File: src/hw/rtl/dome_mesh_vertex_face_generator_assert.svh
// Assertion macros used by the dome mesh generator top level.
`ifndef DOME_MESH_VERTEX_FACE_GENERATOR_ASSERT_SVH
`define DOME_MESH_VERTEX_FACE_GENERATOR_ASSERT_SVH

// Checked only while out of reset.
`define DMVF_ASSERT(name, prop) \
  name: assert property (@(posedge clk_i) disable iff (!rst_ni) (prop)) \
    else $error("dmvf assertion failed");

// Checked at every edge, reset included.
`define DMVF_ASSERT_ALWAYS(name, prop) \
  name: assert property (@(posedge clk_i) (prop)) \
    else $error("dmvf assertion failed");

`endif

File: src/hw/rtl/dmvf_pkg.sv
// Shared types, constants and codes of the dome mesh vertex and face generator.
package dmvf_pkg;

  localparam int unsigned MAX_RESOLUTION = 64;
  localparam int unsigned MAX_RINGS      = 64;

  // square root pipeline: 32-bit radicand, one result bit per stage
  localparam int unsigned SQ_IN_W  = 32;
  localparam int unsigned SQ_OUT_W = 16;
  localparam int unsigned SQ_STEPS = 16;

  // restoring divider: one quotient bit per stage
  localparam int unsigned DIV_NUM_W = 32;
  localparam int unsigned DIV_DEN_W = 17;
  localparam int unsigned DIV_Q_W   = 15;
  localparam int unsigned DIV_W     = 48;

  // pipeline stage map (index of the side-band register holding the item)
  localparam int unsigned Y_ST    = 2;
  localparam int unsigned R_ST    = 20;
  localparam int unsigned X_ST    = 23;
  localparam int unsigned TV_ST   = 18;
  localparam int unsigned TU_ST   = 39;
  localparam int unsigned LAST_ST = 41;
  localparam int unsigned DEPTH   = 42;

  localparam int unsigned TDATA_OUT_W = 168;

  typedef enum logic [1:0] {
    ST_VERTEX = 2'd0,
    ST_FACES  = 2'd1,
    ST_ERROR  = 2'd2
  } status_e;

  typedef enum logic [1:0] {
    REG_RADIUS     = 2'd0,
    REG_RESOLUTION = 2'd1,
    REG_RING_COUNT = 2'd2
  } cfg_reg_e;

  // per-item side band carried down the pipeline
  typedef struct packed {
    logic             err;
    logic             back;
    logic             xneg;
    logic             first;
    logic [6:0]       cmag;
    logic [5:0][13:0] corner;
    logic [15:0]      y;
    logic [15:0]      xmag;
    logic [14:0]      texv;
    logic [14:0]      texu;
  } side_t;

  typedef struct packed {
    logic [TDATA_OUT_W-1:0] tdata;
    logic [1:0]             tuser;
  } out_t;

endpackage

File: src/hw/rtl/dmvf_div.sv
// Pipelined restoring divider, one quotient bit per stage.
module dmvf_div import dmvf_pkg::*; (
  input  logic                 clk_i,
  input  logic                 en_i,
  input  logic [DIV_NUM_W-1:0] num_i,
  input  logic [DIV_DEN_W-1:0] den_i,
  output logic [DIV_Q_W-1:0]   quot_o
);

  logic [DIV_NUM_W-1:0] rem_q [DIV_Q_W];
  logic [DIV_DEN_W-1:0] den_q [DIV_Q_W];
  logic [DIV_Q_W-1:0]   quo_q [DIV_Q_W];
  logic [DIV_NUM_W-1:0] rem_d [DIV_Q_W];
  logic [DIV_DEN_W-1:0] den_d [DIV_Q_W];
  logic [DIV_Q_W-1:0]   quo_d [DIV_Q_W];

  // quotient bits from the top down
  always_comb begin
    logic [DIV_NUM_W-1:0] rem_in;
    logic [DIV_DEN_W-1:0] den_in;
    logic [DIV_Q_W-1:0]   quo_in;
    logic [DIV_W-1:0]     trial;
    for (int i = 0; i < DIV_Q_W; i++) begin
      rem_in = (i == 0) ? num_i : rem_q[(i == 0) ? 0 : i - 1];
      den_in = (i == 0) ? den_i : den_q[(i == 0) ? 0 : i - 1];
      quo_in = (i == 0) ? '0 : quo_q[(i == 0) ? 0 : i - 1];
      trial  = {{(DIV_W-DIV_DEN_W){1'b0}}, den_in} << (DIV_Q_W - 1 - i);
      den_d[i] = den_in;
      quo_d[i] = quo_in;
      if ({{(DIV_W-DIV_NUM_W){1'b0}}, rem_in} >= trial) begin
        rem_d[i] = rem_in - trial[DIV_NUM_W-1:0];
        quo_d[i][DIV_Q_W-1-i] = 1'b1;
      end else begin
        rem_d[i] = rem_in;
      end
    end
  end

  always_ff @(posedge clk_i) begin
    if (en_i) begin
      rem_q <= rem_d;
      den_q <= den_d;
      quo_q <= quo_d;
    end
  end

  assign quot_o = quo_q[DIV_Q_W-1];

endmodule

File: config.mk
export PLATFORM = sky130hd
export DESIGN_NAME = dmvf_div
export DESIGN_NICKNAME = d
export VERILOG_FILES = /design/src/hw/rtl/dome_mesh_vertex_face_generator_assert.svh /design/src/hw/rtl/dmvf_pkg.sv /design/src/hw/rtl/dmvf_div.sv
export SDC_FILE = /design/constraint.sdc
export NUM_CORES = 1
export LEC_CHECK = 0
export BUFFER_PORTS_ARGS = -buffer_cell sky130_fd_sc_hd__buf_2
export CAP_MARGIN = 10
export CORE_ASPECT_RATIO = 0.7
export CORE_MARGIN = 5
export CORE_UTILIZATION = 45
export CTS_CLUSTER_DIAMETER = 40
export DETAILED_ROUTE_END_ITERATION = 8
export GPL_TIMING_DRIVEN = 0
export SLEW_MARGIN = 20
export SYNTH_ARGS = -nofsm -noshare
export SYNTH_HDL_FRONTEND = slang
export SYNTH_SLANG_ARGS = --single-unit
File: constraint.sdc
create_clock -name clk_i -period 9.9 [get_ports clk_i]
set_input_delay 0 -clock clk_i [delete_from_list [all_inputs] [get_ports clk_i]]
set_output_delay 0 -clock clk_i [all_outputs]
set_load 0.01 [all_outputs]
Word-level counts from Yosys, hierarchy flattened
Index checks and enable logic that the tools add are counted.

Input bits: 51. Memories kept: 0. Memory bits (read-only): 0. Logic and storage cells: 101. Register bits: 806. Bits in latches: 0. RAM bits: 0.

Reductions and logical operators: 0. Equality and inequality tests: 0. Mux-type cells: 15. Div/mod/pow operators: 0. Add/sub/neg operators: 14. Order comparisons: 15. Bitwise operators: 0. Multipliers: 0. Shifts and indexed selects: 0.

Operators with widths (number): $mux 32 (14); $ge 32x17->1 (1); $ge 32x18->1 (1); $ge 32x19->1 (1); $ge 32x20->1 (1); $ge 32x21->1 (1); $ge 32x22->1 (1); $ge 32x23->1 (1); $ge 32x24->1 (1); $ge 32x25->1 (1); $ge 32x26->1 (1); $ge 32x27->1 (1); $ge 32x28->1 (1); $ge 32x29->1 (1); $ge 32x30->1 (1); $ge 32x31->1 (1); $sub 32x18->32 (1); $sub 32x19->32 (1); $sub 32x20->32 (1); $sub 32x21->32 (1); $sub 32x22->32 (1); $sub 32x23->32 (1); $sub 32x24->32 (1); $sub 32x25->32 (1); 7 further kinds (7).

Depth between registers and ports, before layout
Word-level depth: 2. Depth in mapped cells: 14. Depth with buffers taken out: 13.

Worst setup path before layout
OpenSTA, ideal clock, no wires.

Kind: reg-to-reg. Start point: reg rem_q[197] in the netlist's numbering. End point: reg rem_q[191] in the netlist's numbering (data pin). Library setup time: 273 ps. Arrival: 2976 ps. Stages on the path, launching flop included: 14. Path slack: 6651 ps. Buffers on the path: 0. Period minus slack after synthesis: 3249 ps. Cell sequence: edfxtp_1 inv_1 ha_1 inv_1 fa_1 a211oi_1 o21bai_1 a2111oi_0 o31a_1 a21oi_1 nor3_1 nand2_1 nor4b_1 xor2_1.

RTL lines: start: declaration (line dmvf_div.sv:10) `logic [DIV_NUM_W-1:0] rem_q [DIV_Q_W];`; start signal: assignment (line dmvf_div.sv:41) `rem_q <= rem_d;`.

==> impl_results.md <==
- Tot Pwr: ~13 mW
- Tcrit/Tclk final: between 40% and 50%
- Post-CTS Setup Inserts: 0
- IO Count: 66
- Library cells used by synthesis: 84
- Initial Util: a little under half
- Post-synthesis cell count: roughly 3600
- Post-synthesis sequential area ratio: just under 60%
- PortBufs: 65
- Vias post-DR: ~29000
- Leak: about 19 nW
- Tmin final: between 4 and 5 ns
- Critical Path AT: 5.18 ns
- Met2 Usage GRT: between 20 and 25%
- VDD IR-drop max: between 150 and 200 uV
- Clk slew on worst S/H paths: approximately 0.060 ns
- Clock Tree Buf Depth: 3
- Cts repair resizes: 0
- Xor and xnor area share after synthesis: 5.78%
- CTS H-Tree Depth: 3
- Least-Margin Pin Slew: 1.17 ns
- RSZ-0062 raised after global routing: false
- Crit end category: register
- Synth top area share: approximately 58%
- Grt met3 use: 6.16%
- Vias in the first global route: 26000
- Worst setup path startpoint: den_d[34]
- GRT Total Usage: 19.6%
- Synth Area in Simple Gates: 10.9%
- Reg2reg start: den_d[34]
- FF-to-FF End: rem_q[82]
- Area grow syn2layout: 15.7%
- # rows: 93
- Status: complete, no violations
- Top Usage Layer GRT: met1
- Number of fill cells in the layout: between 7000 and 8000
- Die height: about 270 um
- Max-Cap Viols: 0
- Gr ovfl total: 0
- Startpoint Class: register
- DIE AREA: between 90000 and 100000 um^2
- Clk_lat worst skew: ~0.7 ns
- Cts hold-fix bufs: between 80 and 90
- Synth area leader: edfxtp_1
- Pre-CTS setup slack: about 5.3 ns
- Number of flops mapped to enable cells by yosys: a little over 800
- Adder-cell area share of the yosys netlist: slightly above 8%
- Slew margin rel.: between 20% and 30%
- Worst clock skew: between 0.04 and 0.05 ns
- CTS Buf Count: 110
- Final setup viols: 0
- R2R depth: 11
- TritonRoute pass-1 iters: 6
- CTS Sinks: around 800
- Worst Hold Class: in2reg
- Compound-Gate Fraction of Synth Area: between 10% and 20%
- Worst EP required: 10.29 ns
- Mux share of post-synthesis cell area: under 10%
- DRC violations left: 0
- CTS tree: done
- Core Region: 92300 um^2
- Die X-Extent: 375 um
- Reg2reg setup slack: between 5 and 6 ns
- Nets: ~4200
- YS warnings: 0
- Final Hold Viols: 0
- Initial DRC Count: between 3000 and 4000
- Initial antenna violation count: 1
- Yosys reg bits: 806
- Root buf cell: clkbuf_16
- Syn nets: just under 4000
- Largest net degree at the start of global routing: approximately 100
- First-pass GRT wire length: 154000 um
- Largest family of logic cells by synthesized area: compound AO/OA/AOI/OAI gates
- Fin worst setup slack: between 5 and 6 ns
- Post-synth top flop: edfxtp_1
- Crit Path Category: reg2reg
- Routed Antenna Nets: 0
- Post-DP HPWL: about 74000 um
- Drt wl/cell: between 15 and 20 um
- Final wirelength: 100000 um
- Syn Area/Cell: 11.8 um^2
- Asr flop ratio synth: 0%
- Slew Viols, Final: 0
- Met1 Use GR: between 30% and 40%
- Max Freq: approximately 0.21 GHz
- Share of cells above drive strength 1: 8.79%
- Post-Syn Area: about 42000 um^2
- Worst-path fanout max: 10
- Synth top area cells: edfxtp_1, ha_1, xnor2_1
- Power Dens Cells: approximately 280 nW/um^2
- Via density: between 5 and 6
- Routability Congestion: approximately 0.9
- Setup crit end: rem_q[82]
[critical path, cell delays in order, from the launching register on]
cell	delay, ns
edfxtp_1	0.40
ha_1	0.23
fa_1	0.42
nor2b_1	0.17
o31a_1	0.16
o21ai_1	0.13
a211oi_1	0.79
nand4bb_1	0.22
clkbuf_1	0.48
clkbuf_1	0.66
clkbuf_1	0.66
a21oi_1	0.14
[cell type report]
type,instances,area [um^2],area share (%)
inverter,328,1230,2.54
clock inverter,78,741,1.53
timing repair buffer,158,1440,2.97
multi-input combinational,2369,16300,33.6
antenna,2,5.00,0.0103
buffer,65,262,0.539
clock buffer,121,2840,5.84
sequential,806,24200,49.8
tap,1235,1550,3.18
[layout by cell type (no fill, tap or decap), types with 12 or more instances in the layout]
cell / n
a2111oi_0: 12
a211oi_1: 27
a21o_1: 87
a21oi_1: 249
a31oi_1: 27
and3_1: 16
buf_2: 69
clkbuf_1: 65
clkbuf_16: 112
clkinv_1: 14
clkinv_4: 12
clkinvlp_4: 14
dlygate4sd3_1: 83
edfxtp_1: 806
fa_1: 14
ha_1: 255
inv_1: 328
inv_6: 18
mux2_2: 50
nand2_1: 254
nand2b_1: 39
nand3_1: 65
nand4_1: 31
nor2_1: 242
nor2b_1: 36
nor3_1: 69
nor4_1: 46
o211ai_1: 16
o21a_1: 39
o21ai_0: 233
o21bai_1: 20
o31a_1: 16
o31ai_1: 18
or2_2: 15
or3_1: 40
or4_1: 12
xnor2_1: 153
xor2_1: 124
[synth_stat cells (6+ instances only)]
cell type,number
o211ai_1,16
o21ai_0,233
a21oi_1,250
nand3_1,65
or4_1,12
or3_1,40
o31ai_1,18
nor2b_1,36
inv_1,328
and3_1,16
and2_1,7
nand2b_1,39
nor2_1,243
o21bai_1,20
mux2_2,50
xor2_1,124
nand4b_1,8
a41oi_1,7
edfxtp_1,806
a211o_1,11
clkbuf_1,56
xnor2_1,153
ha_1,255
nand2_1,254
nor4_1,46
and4_1,7
a21o_1,87
o2111ai_1,9
a31oi_1,27
nor4b_1,11
a2111oi_0,15
nand4_1,31
o21a_1,39
or2_2,15
a211oi_1,27
o31a_1,16
fa_1,14
nand3b_1,11
and4b_1,6
nor3_1,69
[stage by stage]
| step | cell area, um^2 | instances | utilization (%) | hold WS [ns] | TNS (ns) |
|---|---|---|---|---|---|
| 6_report | 48600 | 5162 | 52.6 | 0.0608 | 0 |
| 5_1_grt | 48600 | 5160 | 52.6 | 0.0283 | 0 |
| 4_1_cts | 48500 | 5160 | 52.6 | 0.000435 | 0 |
| 3_5_place_dp | 44100 | 4878 | 47.8 | 0.198 | 0 |
| 3_3_place_gp | 43800 | 4868 | 47.5 | 0.195 | -3056.23 |
| 2_1_floorplan | 42000 | 3568 | - | 0.0989 | 0 |
[sequential cells by signal, indices dropped and copies added (netlist names)]
| name | count |
|---|---|
| den_d | 238 |
| quo_d | 105 |
| quot_o | 15 |
| rem_q | 448 |
[how the worst min path moves through the flow]
stage | end | depth (start not counted) | startpoint
2_1_floorplan | den_d[221] | 0 | den_i[0]
6_report | den_d[231] | 2 | den_i[10]
3_5_place_dp | rem_q[448] | 1 | num_i[0]
3_3_place_gp | rem_q[454] | 1 | num_i[6]
5_1_grt | den_d[231] | 2 | den_i[10]
4_1_cts | den_d[225] | 2 | den_i[4]
[metal layers]
metal | vias up | wire length [um]
met5 | - | 0
met4 | 0 | 1440
met3 | 115 | 10900
met2 | 1143 | 33100
met1 | 13800 | 54700
li1 | 13800 | -
[where the power goes]
part | leakage [nW] | switching [mW] | internal (mW)
Sequential | 7.76 | 0.433 | 4.74
Clock | 1.70 | 1.60 | 2.21
Combinational | 9.15 | 2.62 | 1.84
Total | 18.6 | 4.65 | 8.79
[kinds of logic after synthesis]
| family | after synthesis |
|---|---|
| mux | 54 |
| compound gates | 836 |
| buf+inv | 393 |
| simple gates | 933 |
| flops | 806 |
| fa+ha+maj | 269 |
| xor+xnor | 277 |
Note: power is estimated with default switching activity, not from simulation.
