<file path="src/hw/rtl/dome_mesh_vertex_face_generator_assert.svh">
// Assertion macros used by the dome mesh generator top level.
`ifndef DOME_MESH_VERTEX_FACE_GENERATOR_ASSERT_SVH
`define DOME_MESH_VERTEX_FACE_GENERATOR_ASSERT_SVH

// Checked only while out of reset.
`define DMVF_ASSERT(name, prop) \
  name: assert property (@(posedge clk_i) disable iff (!rst_ni) (prop)) \
    else $error("dmvf assertion failed");

// Checked at every edge, reset included.
`define DMVF_ASSERT_ALWAYS(name, prop) \
  name: assert property (@(posedge clk_i) (prop)) \
    else $error("dmvf assertion failed");

`endif

</file>
<file path="src/hw/rtl/dmvf_pkg.sv">
// Shared types, constants and codes of the dome mesh vertex and face generator.
package dmvf_pkg;

  localparam int unsigned MAX_RESOLUTION = 64;
  localparam int unsigned MAX_RINGS      = 64;

  // square root pipeline: 32-bit radicand, one result bit per stage
  localparam int unsigned SQ_IN_W  = 32;
  localparam int unsigned SQ_OUT_W = 16;
  localparam int unsigned SQ_STEPS = 16;

  // restoring divider: one quotient bit per stage
  localparam int unsigned DIV_NUM_W = 32;
  localparam int unsigned DIV_DEN_W = 17;
  localparam int unsigned DIV_Q_W   = 15;
  localparam int unsigned DIV_W     = 48;

  // pipeline stage map (index of the side-band register holding the item)
  localparam int unsigned Y_ST    = 2;
  localparam int unsigned R_ST    = 20;
  localparam int unsigned X_ST    = 23;
  localparam int unsigned TV_ST   = 18;
  localparam int unsigned TU_ST   = 39;
  localparam int unsigned LAST_ST = 41;
  localparam int unsigned DEPTH   = 42;

  localparam int unsigned TDATA_OUT_W = 168;

  typedef enum logic [1:0] {
    ST_VERTEX = 2'd0,
    ST_FACES  = 2'd1,
    ST_ERROR  = 2'd2
  } status_e;

  typedef enum logic [1:0] {
    REG_RADIUS     = 2'd0,
    REG_RESOLUTION = 2'd1,
    REG_RING_COUNT = 2'd2
  } cfg_reg_e;

  // per-item side band carried down the pipeline
  typedef struct packed {
    logic             err;
    logic             back;
    logic             xneg;
    logic             first;
    logic [6:0]       cmag;
    logic [5:0][13:0] corner;
    logic [15:0]      y;
    logic [15:0]      xmag;
    logic [14:0]      texv;
    logic [14:0]      texu;
  } side_t;

  typedef struct packed {
    logic [TDATA_OUT_W-1:0] tdata;
    logic [1:0]             tuser;
  } out_t;

endpackage

</file>
<file path="src/hw/rtl/dmvf_isqrt.sv">
// Pipelined integer square root, floor, one result bit per stage.
module dmvf_isqrt import dmvf_pkg::*; (
  input  logic                clk_i,
  input  logic                en_i,
  input  logic [SQ_IN_W-1:0]  rad_i,
  output logic [SQ_OUT_W-1:0] root_o
);

  logic [SQ_IN_W-1:0] rem_q [SQ_STEPS];
  logic [SQ_IN_W-1:0] acc_q [SQ_STEPS];
  logic [SQ_IN_W-1:0] rem_d [SQ_STEPS];
  logic [SQ_IN_W-1:0] acc_d [SQ_STEPS];

  // one digit-by-digit step per stage
  always_comb begin
    logic [SQ_IN_W-1:0] rem_in;
    logic [SQ_IN_W-1:0] acc_in;
    logic [SQ_IN_W-1:0] bitv;
    logic [SQ_IN_W:0]   trial;
    for (int i = 0; i < SQ_STEPS; i++) begin
      rem_in = (i == 0) ? rad_i : rem_q[(i == 0) ? 0 : i - 1];
      acc_in = (i == 0) ? '0 : acc_q[(i == 0) ? 0 : i - 1];
      bitv   = {{(SQ_IN_W-1){1'b0}}, 1'b1} << (SQ_IN_W - 2 - 2 * i);
      trial  = {1'b0, acc_in} + {1'b0, bitv};
      if ({1'b0, rem_in} >= trial) begin
        rem_d[i] = rem_in - trial[SQ_IN_W-1:0];
        acc_d[i] = (acc_in >> 1) + bitv;
      end else begin
        rem_d[i] = rem_in;
        acc_d[i] = acc_in >> 1;
      end
    end
  end

  always_ff @(posedge clk_i) begin
    if (en_i) begin
      rem_q <= rem_d;
      acc_q <= acc_d;
    end
  end

  assign root_o = acc_q[SQ_STEPS-1][SQ_OUT_W-1:0];

endmodule

</file>
<file path="config.mk">
export PLATFORM = sky130hd
export DESIGN_NAME = dmvf_isqrt
export DESIGN_NICKNAME = d
export VERILOG_FILES = /design/src/hw/rtl/dome_mesh_vertex_face_generator_assert.svh /design/src/hw/rtl/dmvf_pkg.sv /design/src/hw/rtl/dmvf_isqrt.sv
export SDC_FILE = /design/constraint.sdc
export NUM_CORES = 1
export LEC_CHECK = 0
export ABC_AREA = 1
export BUFFER_PORTS_ARGS = -buffer_cell sky130_fd_sc_hd__buf_2
export CELL_PAD_IN_SITES_DETAIL_PLACEMENT = 1
export CELL_PAD_IN_SITES_GLOBAL_PLACEMENT = 2
export CORE_UTILIZATION = 30
export DETAILED_ROUTE_END_ITERATION = 10
export GPL_TIMING_DRIVEN = 1
export PLACE_DENSITY = 0.65
export SKIP_LAST_GASP = 1
export SLEW_MARGIN = 20
export SYNTH_ARGS = -nofsm -noshare
export SYNTH_HDL_FRONTEND = slang
export SYNTH_SLANG_ARGS = --single-unit
</file>
<file path="constraint.sdc">
create_clock -name clk_i -period 4 [get_ports clk_i]
set_input_delay 0.8 -clock clk_i [delete_from_list [all_inputs] [get_ports clk_i]]
set_output_delay 0.8 -clock clk_i [all_outputs]
set_load 0.05 [all_outputs]
</file>
# ---- Word-level counts from Yosys, hierarchy flattened
# Index checks and enable logic that the tools add are counted.
dict set report word_totals {
  ff_bits 976
  inputBits 34
  wordCells 137
}
dict set report op_classes {
  n_addsub 45
  n_lt_le_gt_ge 16
  mux 31
}
# operator n
set op_table {}
lappend op_table {{>= comparator 32 x 33 -> 1 bit} 15}
lappend op_table {{2-to-1 mux 32 bit} 15}
lappend op_table {{2-to-1 mux 31 bit} 15}
lappend op_table {{subtractor 32 bit} 14}
lappend op_table {{adder 32 x 1 -> 33 bit, second input constant} 1}
lappend op_table {{adder 32 x 11 -> 33 bit, second input constant} 1}
lappend op_table {{adder 32 x 13 -> 33 bit, second input constant} 1}
lappend op_table {{adder 32 x 15 -> 33 bit, second input constant} 1}
lappend op_table {{adder 32 x 17 -> 33 bit, second input constant} 1}
lappend op_table {{adder 32 x 19 -> 33 bit, second input constant} 1}
lappend op_table {{adder 32 x 21 -> 33 bit, second input constant} 1}
lappend op_table {{adder 32 x 23 -> 33 bit, second input constant} 1}
lappend op_table {{adder 32 x 25 -> 33 bit, second input constant} 1}
lappend op_table {{adder 32 x 27 -> 33 bit, second input constant} 1}
lappend op_table {{adder 32 x 29 -> 33 bit, second input constant} 1}
lappend op_table {{adder 32 x 3 -> 33 bit, second input constant} 1}
lappend op_table {{adder 32 x 5 -> 33 bit, second input constant} 1}
lappend op_table {{adder 32 x 7 -> 33 bit, second input constant} 1}
lappend op_table {{adder 32 x 9 -> 33 bit, second input constant} 1}
lappend op_table {{adder 31 x 11 -> 32 bit, second input constant} 1}
lappend op_table {{adder 31 x 13 -> 32 bit, second input constant} 1}
lappend op_table {{adder 31 x 15 -> 32 bit, second input constant} 1}
lappend op_table {{adder 31 x 17 -> 32 bit, second input constant} 1}
lappend op_table {{adder 31 x 19 -> 32 bit, second input constant} 1}
lappend op_table {{13 further kinds} 13}

# ---- Longest topological paths before layout
# Gate-level depths: netlist of run 1.
dict set report depth {
  ltp_word 3
  ltp_mapped 15
  depth_no_buf 14
}

# ---- Worst setup path after synthesis of run 1
# No wires, ideal clock.
dict set report synth_path {
  kind {reg-to-reg}
  startpoint {reg rem_q[180] (netlist name)}
  endpoint {reg rem_q[141] (netlist name) (data pin)}
  setup_time_ns 0.252
  t_arrival_ns 1.760
  path_slack_ns 1.988
  stages_incl_launch_ff 12
  n_path_buf 2
  path_cell_list {edfxtp_1 ha_1 a21oi_1 o21ai_1 nor2_1 nand2_1 nor2_1 nand2_2 buf_6 buf_6 nand2_1 nand2_1}
}
# item line_no
set synth_rtl {}
lappend synth_rtl {{start, declared} dmvf_isqrt.sv:9} ;# logic [SQ_IN_W-1:0] rem_q [SQ_STEPS];
lappend synth_rtl {{start signal, assigned} dmvf_isqrt.sv:37} ;# rem_q <= rem_d;

==> flow_summary.ini, run 1 <==
[synth]
synth_fp_nets = 3932
synth-async-reset-ratio = 0
synth_top_cell_by_area = edfxtp_1
syn_area_sq_um = 33700
synth_area_leaders = edfxtp_1 (55%), nand2_1 (12%), inv_1 (6.4%)
synth_edf_count = 616
synth_area_per_cell_sq_um = 8.98
yosysSeqAreaShare = 0.549
synth-seq-cells = 616
syn_inst = 3748
synthDistinctLibCells = 52
ys.flop_type = edfxtp_1
ys_warn_count = 0
yosysTopAreaCellShare = 0.549

[power]
sequentialPowerShare = 0.436
combPwrFrac = 0.213
swShare = 0.319
p_leak_nw = 16.4
clkPwrFrac = 0.351
p_int_mw = 13.6
p_switching_mw = 6.39
ir_drop_mv = 0.385
total_power_mw = 20.0
power_density_nw_per_um2 = 523

[sta]
finalMaxSlewViolations = 0
fin_crit_ns = 3.16
slew_headroom = 0.470
grt_setup_unrepaired = no
fin_tns_setup_ns = 0
worstMarginPinSlew_ns = 0.794
setup_viol = 0
fin_crit_sh = 0.790
final_hold_viol_count = 0
finalClockSkew_ns = 0.0401
fmax_mhz = 317

[placed_design]
place_hpwl_um = 77900
place_congestion = 0.822
io_buffers = 49
placed_area_sq_um = 35700

[route]
firstDrtPassIters = 5
vias_per_cell = 4.58
vias = 24800
wl_per_cell_um = 18.2
drtIter0Drc = 1362
wirelength_um = 98500
drtAntennaViolNets = 0
drc = 0

[cells_and_area]
stdcell_area_sq_um = 38300
drive_gt1_frac = 0.0663
layout_commonest_cell = nand2_1
post-route-util = 0.345
final_cell_mix = nand2_1 (1121), edfxtp_1 (616), inv_1 (577), nor2_1 (381), nand3_1 (233)
syn_to_final_growth_pct = 13.6
nets = 4041
diodes = 0

[hold_path]
min_path_type = in -> reg
min_from = rad_i[8]

[die]
io_pins = 50
die_x_um = 337
die_area_sq_um = 114000
initial_core_util = 0.303
rows = 122
core_sq_um = 111000
die_y_um = 337

[setup_path]
crit_start = acc_q[170]
worstPathRequired_ns = 4.41
cp-end-kind = register
cpPeakStageDelay_ns = 0.52
cp_top_family = simple AND/OR/NAND/NOR gates
critPathKind = reg -> reg
critPathLaunchType = register
timing.rr.start = acc_q[170]
arrival_ns = 3.57
crit_slowest_cell = nor3_1
critPathMostFrequentCell = nor2_1
cp_num_buf_inv = 2
crit_chain = inv_1, ha_1, nand2_1, nor3_1, nand4_1, nor2_1, nor2_1, nand2_2, inv_2, a21oi_1
cp_max_fo = 20

[clock_network]
cts_sinks = 616
cts.clk_slew.worst_paths_ns = 0.06
cts-resized-gates = 0
ctsHoldBuffers = 0
clock-root-buffer = clkbuf_16
cts_made_buffers = 75
cts.path.max_buffers = 3
clk_latency_ns = 0.66
cts_tree = built
cts_setup_buffers = 0
cts_htree_levels = 3

[grt]
grt_max_degree = 135
grt_pass1_vias = 25900
grt.total_usage = 0.176
antenna_found_initial = 0
grt_first_pass_wirelength_um = 153000
overflow = 0

[run_status]
status = finished, final reports clean

[job]
max-cap-violations = 0
path summary, 6_finish.rpt:
kind | end | slack (ns) | depth (start not counted)
hold reg to reg | acc_q[76] | 0.44 | 0
setup / recovery | rem_q[155] | 0.84 | 10
setup reg to reg | rem_q[155] | 0.84 | 10
hold / removal | rem_q[488] | 0.33 | 1
metrics by stage:
step	cells	setup slack (ns)	hold slack [ns]
2_1_floorplan	3748	1.99	0.417
3_3_place_gp	5268	0.682	0.425
3_5_place_dp	5268	0.745	0.433
4_1_cts	5408	0.674	0.276
5_1_grt	5408	0.587	0.288
6_report	5408	0.841	0.335
kinds of logic after synthesis:
| group | synth area share |
|---|---|
| XOR/XNOR | 0.0281 |
| flip-flops | 0.549 |
| buffers and inverters | 0.0733 |
| AND/OR/NAND/NOR | 0.243 |
| AO/OA/AOI/OAI | 0.0501 |
| adder cells (fa/ha/maj) | 0.0557 |
worst reg2reg max path, stage by stage, from the launching register on:
cell	delay [ns]
edfxtp_1	0.38
inv_1	0.06
ha_1	0.46
nand2_1	0.10
nor3_1	0.52
nand4_1	0.18
nor2_1	0.14
nor2_1	0.06
nand2_2	0.36
inv_2	0.31
a21oi_1	0.36
area by class of cell:
type	instances	area (sq um)
clock inverters	52	621
repair buffers	59	393
flip-flops and latches	616	18500
multi-input cells	2510	12700
well taps	1488	1860
inverters	595	2240
fillers	12900	72700
clock buffers	88	1950
cells in the mapped netlist (45+ instances only):
cell type and n:
a21oi_1 141, edfxtp_1 616, ha_1 150, inv_1 577
nand2_1 1121, nand3_1 233, nand4_1 61, nor2_1 381
nor3_1 59, o21ai_0 59, o21ai_1 48, xnor2_1 45
xor2_1 63
power groups by stage:
stage / logic, mW / clock network (mW) / registers [mW]
final: 4.27 / 7.02 / 8.73
after global routing: 4.90 / 7.48 / 8.83
after CTS: 4.33 / 7.29 / 8.77
after detailed placement: 4.30 / 0 / 8.89
after global placement: 4.29 / 0 / 8.89
after floorplan: 3.00 / 0 / 8.56
sequential cells by signal, summed over array words and instances, names as in the netlist:
signal	count
rem_q	480
acc_q	120
root_o	16
routing by layer:
layer | part of all wire | vias up | track usage
li1 | - | 12600 | -
met1 | 0.48 | 11900 | 0.239
met2 | 0.47 | 236 | 0.294
met3 | 0.026 | 112 | 0.0235
met4 | 0.023 | 0 | 0.0476
met5 | 0 | - | 0
Note: power is estimated with default switching activity, not from simulation.
==> inputs of run 2 (changes only) <==
PLACE_DENSITY = 0.68   (was 0.65)
clock period = 2.7 ns   (was 4 ns; I/O delays follow)
==> run 2 against run 1 <==
Sequential share of layout area down 0.74 points. Power up 47%. Sequential cell count unchanged. Cell area up 1.6%. Routed wire length down 0.45%. Cell count up 1.4%. Clock skew up 0.0083 ns. Hold slack worse by 0.24 ns. Worst setup slack worse by 0.66 ns.
==> flow_summary.ini, run 2 (synthesis results as in run 1) <==
[route]
vias_per_cell = 4.55
wl_per_cell_um = 17.9
wirelength_um = 98000
drtAntennaViolNets = 0
vias = 24900
firstDrtPassIters = 5
drtIter0Drc = 1227
drc = 0

[sta]
slew_headroom = 0.605
final_hold_viol_count = 0
fin_crit_ns = 2.52
fin_ws_ns = 0.185
setup_viol = 0
worstMarginPinSlew_ns = 0.587
fmax_mhz = 398
finalClockSkew_ns = 0.0483
hold_ws_ns = 0.0971
finalMaxSlewViolations = 0
fin_crit_sh = 0.931
fin_tns_setup_ns = 0
grt_setup_unrepaired = no

[setup_path]
reg2reg_slack_ns = 0.18
critPathKind = reg -> reg
cp_max_fo = 14
worstPathRequired_ns = 3.15
cp-end-kind = register
crit_slowest_cell = edfxtp_1
crit_chain = inv_1, ha_1, nand2_1, nor2_1, nand2_1, nor3_2, nand2_1, nand2_1, nor2_2, buf_4, o21ai_0
cpPeakStageDelay_ns = 0.41
cp_top_family = simple AND/OR/NAND/NOR gates
critPathMostFrequentCell = nand2_1
arrival_ns = 2.96
timing.rr.start = acc_q[279]
critPathLaunchType = register
crit_start = acc_q[279]
cp_num_buf_inv = 2

[die]
die_y_um = 337
initial_core_util = 0.303
rows = 122
die_area_sq_um = 114000
io_pins = 50
core_sq_um = 111000
die_x_um = 337

[cells_and_area]
syn_to_final_growth_pct = 15.4
fill_cells = 13000
nets = 4120
regMostFlops = rem_q
final_cells = 5483
final_cell_mix = nand2_1 (1121), edfxtp_1 (616), inv_1 (577), nor2_1 (381), nand3_1 (233)
diodes = 0
drive_gt1_frac = 0.0849
layout_commonest_cell = nand2_1
post-route-util = 0.350
largest_reg_flops = 480

[placed_design]
io_buffers = 49
place_hpwl_um = 79400
pre_cts_ws_ns = -0.0293
dp_cells = 5344
place_congestion = 0.845

[power]
combPwrFrac = 0.219
p_int_mw = 20.0
p_switching_mw = 9.32
ir_drop_mv = 0.404
power_density_nw_per_um2 = 756
sequentialPowerShare = 0.441
clkPwrFrac = 0.340
p_leak_nw = 16.8
swShare = 0.318

[clock_network]
cts_made_buffers = 75
ctsHoldBuffers = 0
cts.path.max_buffers = 3
cts_tree = built
clk_latency_ns = 0.64
clock-root-buffer = clkbuf_16
cts_htree_levels = 3
cts_sinks = 616
cts.clk_slew.worst_paths_ns = 0.06

[grt]
antenna_found_initial = 1
grt.total_usage = 0.175
overflow = 0
grt_max_degree = 111
grt_pass1_vias = 26000
grt_first_pass_wirelength_um = 151000

[hold_path]
min_from = rad_i[0]
min_path_type = in -> reg

[run_status]
status = finished, final reports clean

[job]
max-cap-violations = 0
[run 2: routing by layer]
layer  vias up  part of all wire  global-route usage
li1      12700                 -                   -
met1     11900              0.48               0.238
met2       252              0.47               0.293
met3       108             0.026              0.0232
met4         0             0.019              0.0400
met5         -                 0                   0
[run 2: what timing repair did]
item	in CTS	in global routing
gates cloned	0	0
setup endpoints to repair	1	23
pin swaps	0	1
gates resized for setup	1	3
buffers inserted	0	3
[run 2: cell type report]
type	count	area, sq um	area share
sequential	616	18500	0.476
multi-input combinational	2510	12700	0.327
inverter	595	2250	0.0578
clock buffer	91	1940	0.0498
tap	1488	1860	0.0479
timing repair buffer	138	1110	0.0286
clock inverter	45	498	0.0128
[run 2: worst reg2reg max path, cell delays in order (launching register included)]
cell and delay (ns):
edfxtp_1 0.41, inv_1 0.08, ha_1 0.37, nand2_1 0.15, nor2_1 0.21, nand2_1 0.16
nor3_2 0.20, nand2_1 0.14, nand2_1 0.09, nor2_2 0.05, buf_4 0.19, o21ai_0 0.29
[run 2: metrics by stage]
step	total power, mW	instance area (sq um)
finish	29.4	38900
detailed placement	19.7	36400
global placement	19.6	36400
floorplan	17.1	33700
CTS	29.8	38800
global route	31.1	38900
[run 2: final timing paths]
| path | endpoint | depth (start not counted) |
|---|---|---|
| min reg2reg | acc_q[111] | 0 |
| max reg2reg | rem_q[245] | 11 |
| min | rem_q[480] | 1 |
| max | rem_q[245] | 11 |
[run 2: power groups by stage]
| stage | clock network (mW) | logic, mW | registers [mW] |
|---|---|---|---|
| final | 9.99 | 6.42 | 13.0 |
| after CTS | 10.3 | 6.51 | 13.0 |
| after detailed placement | 0 | 6.47 | 13.2 |
| after floorplan | 0 | 4.44 | 12.7 |
| after global placement | 0 | 6.42 | 13.2 |
| after global routing | 10.6 | 7.40 | 13.1 |
==> inputs of run 3 (changes only) <==
RECOVER_POWER = 50   (was unset)
==> run 3 against run 2 <==
The flow now finishes with violations (capacitance limit, slew limit). Critical path depth is the same. Routed wire length is essentially flat. Power is essentially flat. Largest cell class unchanged. Largest power group unchanged. Highest routed layer unchanged.
==> flow_summary.ini, run 3 (synthesis results as in run 1) <==
[run_status]
status = finished with violations
violations = capacitance limit, slew limit

[clock_network]
clk_latency_ns = 0.65
cts.clk_slew.worst_paths_ns = 0.06
cts_htree_levels = 3
cts_tree = built
cts.path.max_buffers = 3
ctsHoldBuffers = 0
cts_sinks = 616
cts_made_buffers = 75
clock-root-buffer = clkbuf_16

[die]
die_y_um = 337
rows = 122
die_area_sq_um = 114000
io_pins = 50
core_sq_um = 111000
initial_core_util = 0.303
die_x_um = 337

[cells_and_area]
nets = 4120
drive_gt1_frac = 0.0766
register_area_sq_um = 18500
final_cell_mix = nand2_1 (1121), edfxtp_1 (616), inv_1 (577), nor2_1 (381), nand3_1 (233)
fill_cells = 13000
multi_input_area_sq_um = 12700
final_cells = 5483
layout_commonest_cell = nand2_1
diodes = 0
largest_reg_flops = 480
syn_to_final_growth_pct = 15.0
regMostFlops = rem_q

[placed_design]
pre_cts_ws_ns = -0.0293
place_congestion = 0.845
place_hpwl_um = 79400
io_buffers = 49
dp_cells = 5344

[setup_path]
arrival_ns = 2.98
crit_start = acc_q[279]
timing.rr.start = acc_q[279]
cpPeakStageDelay_ns = 0.42
r2r_cells = 11
r2r-end = rem_q[245]
worstPathRequired_ns = 3.14
cp-end-kind = register
critPathMostFrequentCell = nand2_1
reg2reg_slack_ns = 0.16
cp_max_fo = 14
critical_path.endpoint = rem_q[245]
critPathLaunchType = register
crit_chain = inv_1, ha_1, nand2_1, nor2_1, nand2_1, nor3_2, nand2_1, nand2_1, nor2_2, buf_4, o21ai_0
crit_slowest_cell = edfxtp_1
critPathKind = reg -> reg

[grt]
grt_max_degree = 111
overflow = 0
antenna_found_initial = 1
grt.total_usage = 0.175
grt_first_pass_wirelength_um = 151000
grt_pass1_vias = 26000

[sta]
fin_ws_ns = 0.159
worstMarginPinSlew_ns = 1.87
fin_crit_ns = 2.54
fin_tns_setup_ns = 0
finalClockSkew_ns = 0.0493
grt_setup_unrepaired = no
final_hold_viol_count = 0
fin_crit_sh = 0.941
slew_headroom = -0.243
fmax_mhz = 394
hold_ws_ns = 0.0995
setup_viol = 0
finalMaxSlewViolations = 24

[route]
vias_per_cell = 4.56
drtAntennaViolNets = 0
vias = 25000
wl_per_cell_um = 17.9
firstDrtPassIters = 5
drtIter0Drc = 1199
drc = 0
wirelength_um = 98000

[power]
power_density_nw_per_um2 = 758
clkPwrFrac = 0.341
sequentialPowerShare = 0.441
p_switching_mw = 9.33
swShare = 0.318
combPwrFrac = 0.218
p_int_mw = 20.0
p_leak_nw = 16.7
ir_drop_mv = 0.406

[hold_path]
min_path_type = in -> reg

[job]
max-cap-violations = 1
## run 3: changes by cell type in the layout (fill, tap and decap cells not counted)
cell	before	now
buf_8	1	0
buf_4	74	60
clkbuf_4	0	4
buf_2	48	26
buf_12	15	11
clkbuf_1	16	49
clkbuf_2	0	4
## run 3: final cells by class
class,instances,share of cell area
Multi-Input combinational cell,2510,0.328
Inverter,595,0.0580
Clock buffer,91,0.0500
Timing Repair Buffer,138,0.0252
Clock inverter,45,0.0129
Sequential cell,616,0.478
Tap cell,1488,0.0481
## run 3: worst max-delay path: cells and delay by family (launching register included)
kind | cells | cell delay [ns]
and+or+nand+nor | 7 | 0.99
DFF | 1 | 0.42
adders and majority gates | 1 | 0.37
AOI/OAI and AO/OA | 1 | 0.30
buffers and inverters | 2 | 0.27
## run 3: how the worst min path moves through the flow
stage	from	end	cells past startpoint
after floorplan	rem_q[97]	rem_q[65]	0
after global placement	rem_q[482]	rem_q[450]	0
after detailed placement	rem_q[506]	rem_q[474]	0
after CTS	rad_i[0]	rem_q[480]	1
after global routing	rad_i[6]	rem_q[486]	1
final	rad_i[6]	rem_q[486]	1
## run 3: metrics by stage
stage	utilization	area, sq um	power, mW
after floorplan	-	33700	17.1
after global placement	0.328	36400	19.6
after detailed placement	0.328	36400	19.7
after CTS	0.350	38800	29.8
after global routing	0.349	38700	31.1
final	0.349	38700	29.3
## run 3: power by group through the flow
stage | registers, mW | clock network [mW] | logic (mW)
floorplan | 12.7 | 0 | 4.44
global placement | 13.2 | 0 | 6.42
detailed placement | 13.2 | 0 | 6.47
CTS | 13.0 | 10.3 | 6.51
global route | 13.1 | 10.6 | 7.38
finish | 13.0 | 9.99 | 6.40
## run 3: routing by layer
metal | share of wire | vias to the layer above | global-route usage
li1 | - | 12700 | -
met1 | 0.48 | 11900 | 0.238
met2 | 0.47 | 261 | 0.293
met3 | 0.026 | 108 | 0.0232
met4 | 0.019 | 0 | 0.0400
met5 | 0 | - | 0
## run 3: what timing repair did
item                       4_1_cts  5_1_grt
resized for setup                1        3
setup buffers                    0        3
setup endpoints to repair        1       23
pin swaps                        0        1
